[config.mk]
export PLATFORM = sky130hd
export DESIGN_NAME = bct_box_regs
export DESIGN_NICKNAME = d
export VERILOG_FILES = /design/src/rtl/core/bct_pkg.sv /design/src/rtl/core/bct_box_regs.sv
export SDC_FILE = /design/constraint.sdc
export NUM_CORES = 2
export LEC_CHECK = 0
export BUFFER_PORTS_ARGS = -buffer_cell sky130_fd_sc_hd__buf_2
export CORE_ASPECT_RATIO = 2
export CORE_MARGIN = 4
export CORE_UTILIZATION = 25
export CTS_BUF_LIST = sky130_fd_sc_hd__clkbuf_4 sky130_fd_sc_hd__clkbuf_8
export CTS_CLUSTER_SIZE = 20
export DETAILED_ROUTE_END_ITERATION = 7
export GPL_TIMING_DRIVEN = 0
export PLACE_DENSITY = 0.46
export SETUP_SLACK_MARGIN = 0.02
export SYNTH_ARGS = -nofsm -noshare
export SYNTH_HDL_FRONTEND = slang
export SYNTH_SLANG_ARGS = --single-unit
[constraint.sdc]
create_clock -name clk -period 5.2 [get_ports clk]
set_input_delay 0.52 -clock clk [delete_from_list [all_inputs] [get_ports clk]]
set_output_delay 0.52 -clock clk [all_outputs]
set_load 0.005 [all_outputs]
[src/rtl/core/bct_pkg.sv]
// ----------------------------------------------------------------------------
// Box collision test package
// Shared constants, command and register codes, and item types.
// ----------------------------------------------------------------------------
package bct_pkg;

	localparam int FRAC_BITS_DEFAULT = 16;
	localparam int CFG_INDEX_W = 3;
	localparam int CFG_DATA_W = 32;

	localparam logic [CFG_INDEX_W-1:0] REG_CENTER_X = 3'd0;
	localparam logic [CFG_INDEX_W-1:0] REG_CENTER_Y = 3'd1;
	localparam logic [CFG_INDEX_W-1:0] REG_CENTER_Z = 3'd2;
	localparam logic [CFG_INDEX_W-1:0] REG_EXTENT_X = 3'd3;
	localparam logic [CFG_INDEX_W-1:0] REG_EXTENT_Y = 3'd4;
	localparam logic [CFG_INDEX_W-1:0] REG_EXTENT_Z = 3'd5;

	localparam logic [1:0] CMD_BOX = 2'd0;
	localparam logic [1:0] CMD_SPHERE = 2'd1;
	localparam logic [1:0] CMD_POINT = 2'd2;
	localparam logic [1:0] CMD_NONE = 2'd3;

	typedef struct packed {
		logic [1:0] cmd;
		logic signed [31:0] first_x;
		logic signed [31:0] first_y;
		logic signed [31:0] first_z;
		logic signed [31:0] second_x;
		logic signed [31:0] second_y;
		logic signed [31:0] second_z;
		logic [30:0] radius;
	} req_t;

	typedef struct packed {
		logic hit;
		logic signed [31:0] push_x;
		logic signed [31:0] push_y;
		logic signed [31:0] push_z;
	} rsp_t;

	typedef struct packed {
		logic [2:0][32:0] lo;
		logic [2:0][32:0] hi;
		logic [2:0][31:0] center;
	} box_t;

endpackage

[src/rtl/core/bct_box_regs.sv]
// ----------------------------------------------------------------------------
// Box collision test box registers
// Holds center and extent per axis and keeps the min and max corners current.
// ----------------------------------------------------------------------------
module bct_box_regs #(
	parameter int FRAC_BITS = bct_pkg::FRAC_BITS_DEFAULT
) (
	input logic clk,
	input logic arst_n,
	input logic cfg_we,
	input logic [bct_pkg::CFG_INDEX_W-1:0] cfg_index,
	input logic [bct_pkg::CFG_DATA_W-1:0] cfg_data,
	output bct_pkg::box_t box
);

	localparam logic [30:0] EXTENT_RST = 31'(1 << FRAC_BITS);
	localparam logic signed [32:0] HALF_RST = 33'(1 << (FRAC_BITS - 1));

	logic signed [31:0] center_q [3];
	logic [30:0] extent_q [3];
	logic signed [32:0] lo_q [3];
	logic signed [32:0] hi_q [3];

	logic [2:0] ctr_we;
	logic [2:0] ext_we;
	logic signed [32:0] data_ext;
	logic signed [32:0] half_new;
	logic signed [32:0] half_old [3];
	logic signed [32:0] center_ext [3];

	always_comb begin
		ctr_we = '0;
		ext_we = '0;
		unique case (cfg_index)
			bct_pkg::REG_CENTER_X: ctr_we[0] = cfg_we;
			bct_pkg::REG_CENTER_Y: ctr_we[1] = cfg_we;
			bct_pkg::REG_CENTER_Z: ctr_we[2] = cfg_we;
			bct_pkg::REG_EXTENT_X: ext_we[0] = cfg_we;
			bct_pkg::REG_EXTENT_Y: ext_we[1] = cfg_we;
			bct_pkg::REG_EXTENT_Z: ext_we[2] = cfg_we;
			default: ;
		endcase
	end

	assign data_ext = {cfg_data[31], cfg_data};
	assign half_new = {3'b000, cfg_data[30:1]};

	always_comb begin
		for (int a = 0; a < 3; a++) begin
			half_old[a] = {3'b000, extent_q[a][30:1]};
			center_ext[a] = {center_q[a][31], center_q[a]};
		end
	end

	always_ff @(posedge clk or negedge arst_n) begin
		if (!arst_n) begin
			for (int a = 0; a < 3; a++) begin
				center_q[a] <= '0;
				extent_q[a] <= EXTENT_RST;
				lo_q[a] <= -HALF_RST;
				hi_q[a] <= HALF_RST;
			end
		end else begin
			for (int a = 0; a < 3; a++) begin
				if (ctr_we[a]) begin
					center_q[a] <= cfg_data;
					lo_q[a] <= data_ext - half_old[a];
					hi_q[a] <= data_ext + half_old[a];
				end else if (ext_we[a]) begin
					extent_q[a] <= cfg_data[30:0];
					lo_q[a] <= center_ext[a] - half_new;
					hi_q[a] <= center_ext[a] + half_new;
				end
			end
		end
	end

	always_comb begin
		for (int a = 0; a < 3; a++) begin
			box.lo[a] = lo_q[a];
			box.hi[a] = hi_q[a];
			box.center[a] = center_q[a];
		end
	end

endmodule
==> results.md <==
- Library cells used by synthesis: 94
- Die Wd: 268.3 µm
- H-tree levels: 3
- Post-Route Skew: 51.54 ps
- # fillers: 14720
- Hold Path Class: input pin to flop
- Max-cap violations: 0
- Syn_area_per_cell: 7.885 µm²
- Reg2reg end: box[126]
- Synthesis-to-finish area growth: 16.65%
- Comb pwr share: 50.2%
- Largest family of logic cells by synthesized area: compound AO/OA/AOI/OAI gates
- Final Wtd Congestion: 0.9882
- DIE HEIGHT: 528.6 µm
- Share of power burned in registers: 28.3%
- Register-to-Register Path Depth: 13
- Critical path's slowest cell: o41ai_1
- Share of the synthesized area in the top cell type: 23.71%
- PortBufs: 330
- CTS resizes: 0
- Leading post-synthesis cells by cell area: dfrtp_1 24%, ha_1 13%, xnor2_1 6.5%
- Synth Area in Compound Gates: 27.00%
- Peak supply drop: 170.0 µV
- Slew Limit Headroom: 4.568%
- CTS root buf: clkbuf_8
- Crit path max fanout: 19
- Worst-Skew Late Latency: 790 ps
- Die ar.: 141800 µm²
- Vias per cell: 5.273
- Max-slew violation count: 0
- Hold Path Origin: cfg_data[0]
- Ports: 332
- Largest net degree at the start of global routing: 106
- Bufs on Longest Clock Path: 3
- Critical path type: input pin to flop
- Crit path buf inv count: 2
- Yosys top cell by area: dfrtp_1
- Synth Area in Adders: 14.00%
- Fraction of registers with async set/reset: 100.0%
- Vias: 34270
- Critical Path Source Type: input pin
- Post-Syn Instances: 4297
- Top_reg_cell synth: dfrtp_1
- Mux contribution to synthesized area: 0.5391%
- Req. time, crit path: 5870 ps
- Overall routed net length: 178500 µm
- FMAX: 207.7 MHz
- Overflow after GRT: 0
- Cell Rows: 190
- CORE AREA: 134300 µm²
- Clk pwr share: 21.6%
- Final instance area: 39530 µm²
- Crit path top cell by count: a21oi_1
- Vias in the first global route: 36010
- Synth Net Count: 4707
- Hold Path Stages: 3
- Final hold violation count: 0
- Top-count cell post-synth: nand2_1
- RSZ-0062 raised after global routing: no
- Starting Density: 25.23%
- Worst hold slack: 124.4 ps
- Post-synth EDFFs: 0
- TritonCTS Sinks: 381
- Mapped cell area: 33880 µm²
- Routed Antenna Nets: 0
- Drt drc: 0
- Reg clk slew, reported paths: 70 ps
- Placed Area: 37850 µm²
- Worst slew pin tran: 1431 ps
- First-pass GRT wire length: 249500 µm
- Ys Warns: 0
- Wire length per cell: 27.46 µm
- Cell Pwr Density: 425.5 nW/µm²
- Post-route setup TNS: 0 ps
- Flop2flop setup slack: 390 ps
- Design internal power: 9.140 mW
- Synth Area in Simple Gates: 16.28%
- Net Switching: 7.678 mW
- Final setup vio count: 0
- Sw Share: 45.65%
- GR Util All Layers: 24.40%
- Leakage: 17.42 nW
- DP HPWL: 147800 µm
- TritonRoute pass-1 iters: 8
- Reg2reg start: extent_q[67]
- CP delay by family, top: compound AO/OA/AOI/OAI gates
- Pre-CTS setup slack: -451.6 ps
- Top cells by count, synth: 445 x nand2_1, 426 x o21ai_0, 392 x a21oi_1
- WP data arrival: 5480 ps
- DR iter-0 viols: 2232
- Hold Path Sink: box[0]
- Share of cells above drive strength 1: 12.51%
- Final #Nets: 5118
- Seq/Total Area, Yosys: 28.36%
- Final min period: 4815 ps
- Cell Chain, Critical Path: buf_2, inv_1, fa_1, nand2b_1, a211oi_1, o21ai_0, a21oi_1, o31ai_1, o41ai_1, a211o_1, mux2i_1, o211ai_1, a21oi_1
- Crit end category: flop
- Fin worst setup slack: 384.8 ps
- Outcome: finished clean
- CTS tree: done
- Antenna violations before repair: 5
- FF+latch count, synth: 381
- Xor-xnor portion of the synthesized cell area: 7.599%
- Final period util: 92.60%
- Max incr delay on CP: 1120 ps
- Inserted Clock Buffers: 72
## cells by family (layout without fill, tap and decap cells)
group,after synthesis,after routing
AO/OA/AOI/OAI,1459,1459
XOR/XNOR,294,294
adder cells (fa/ha/maj),372,372
buffers and inverters,547,1016
flip-flops,381,381
multiplexers,18,18
other,0,4
AND/OR/NAND/NOR,1226,1226
## sequential cells by signal, indices dropped and copies added (netlist names)
name and flops:
box 291, extent_q 90
## worst reg2reg max path, delay by kind of cell, from the launching register on
| family | cells | cell delay (ps) |
|---|---|---|
| AOI/OAI and AO/OA | 8 | 3310 |
| buffers and inverters | 2 | 370 |
| and+or+nand+nor | 1 | 110 |
| adders and majority gates | 1 | 260 |
| muxes | 1 | 260 |
| DFF | 1 | 350 |
## placed cells by master, fill, tap and decap left out, drive strengths merged, types with 19 or more instances in the layout
master,instances
a21boi,21
nand2,445
o211ai,64
dfrtp,321
dfstp,60
a22oi,19
xnor2,250
a31oi,52
nor4,31
nor3,86
a211oi,71
ha,360
inv,288
or3,37
nand3,58
o31ai,47
nand2b,60
nand4,35
nor2,366
o21a,27
nor2b,50
o22ai,31
o21bai,79
clkbuf,332
a21o,75
xor2,44
buf,378
o21ai,429
a21oi,394
## area by class of cell
type	count	area, µm²	area share (%)
sequential	381	9609	24.31
tap	1728	2162	5.470
antenna	4	10.01	0.02532
multi-input combinational	3369	22180	56.11
clock buffer	113	1418	3.586
clock inverter	19	242.7	0.6141
timing repair buffer	337	1800	4.555
inverter	286	1074	2.716
buffer	261	1033	2.615
## worst max path at each step
stage          cells past startpoint         from        to  slack, ps
2_1_floorplan                     13  cfg_data[8]  box[159]       1920
3_3_place_gp                       1       arst_n   box[60]      -5300
3_5_place_dp                      13  cfg_data[1]  box[225]       -450
4_1_cts                           13  cfg_data[1]  box[225]        380
5_1_grt                           13  cfg_data[1]  box[225]        130
6_report                          13  cfg_data[1]  box[225]        380
## layer usage
layer / wire (µm) / vias to the layer above / track usage, % / share of wire (%)
met1: 60760 / 16640 / 23.32 / 34
met5: 0 / - / 0 / 0
met4: 15270 / 0 / 17.55 / 8.6
met2: 95270 / 1158 / 47.07 / 53
met3: 7161 / 473 / 3.032 / 4.0
li1: - / 15990 / - / -
## what timing repair did
action                                  CTS  global route
hold endpoints to repair                 47             0
buffers inserted                          0             0
hold buffers                              1             0
endpoints found under the setup margin    0             0
## metrics by stage
step           utilization [%]  power (mW)  cells
2_1_floorplan                -       9.798   4297
3_3_place_gp             28.07       13.10   6355
3_5_place_dp             28.18       13.14   6361
4_1_cts                  29.42       16.92   6494
5_1_grt                  29.42       17.93   6495
6_report                 29.43       16.82   6498
## power groups by stage
stage | sequential [mW] | combinational, mW | clock, mW
2_1_floorplan | 4.53 | 5.27 | 0
3_3_place_gp | 4.78 | 8.32 | 0
3_5_place_dp | 4.79 | 8.35 | 0
4_1_cts | 4.75 | 8.41 | 3.76
5_1_grt | 4.85 | 9.25 | 3.82
6_report | 4.75 | 8.44 | 3.62
Note: power is estimated with default switching activity, not from simulation.
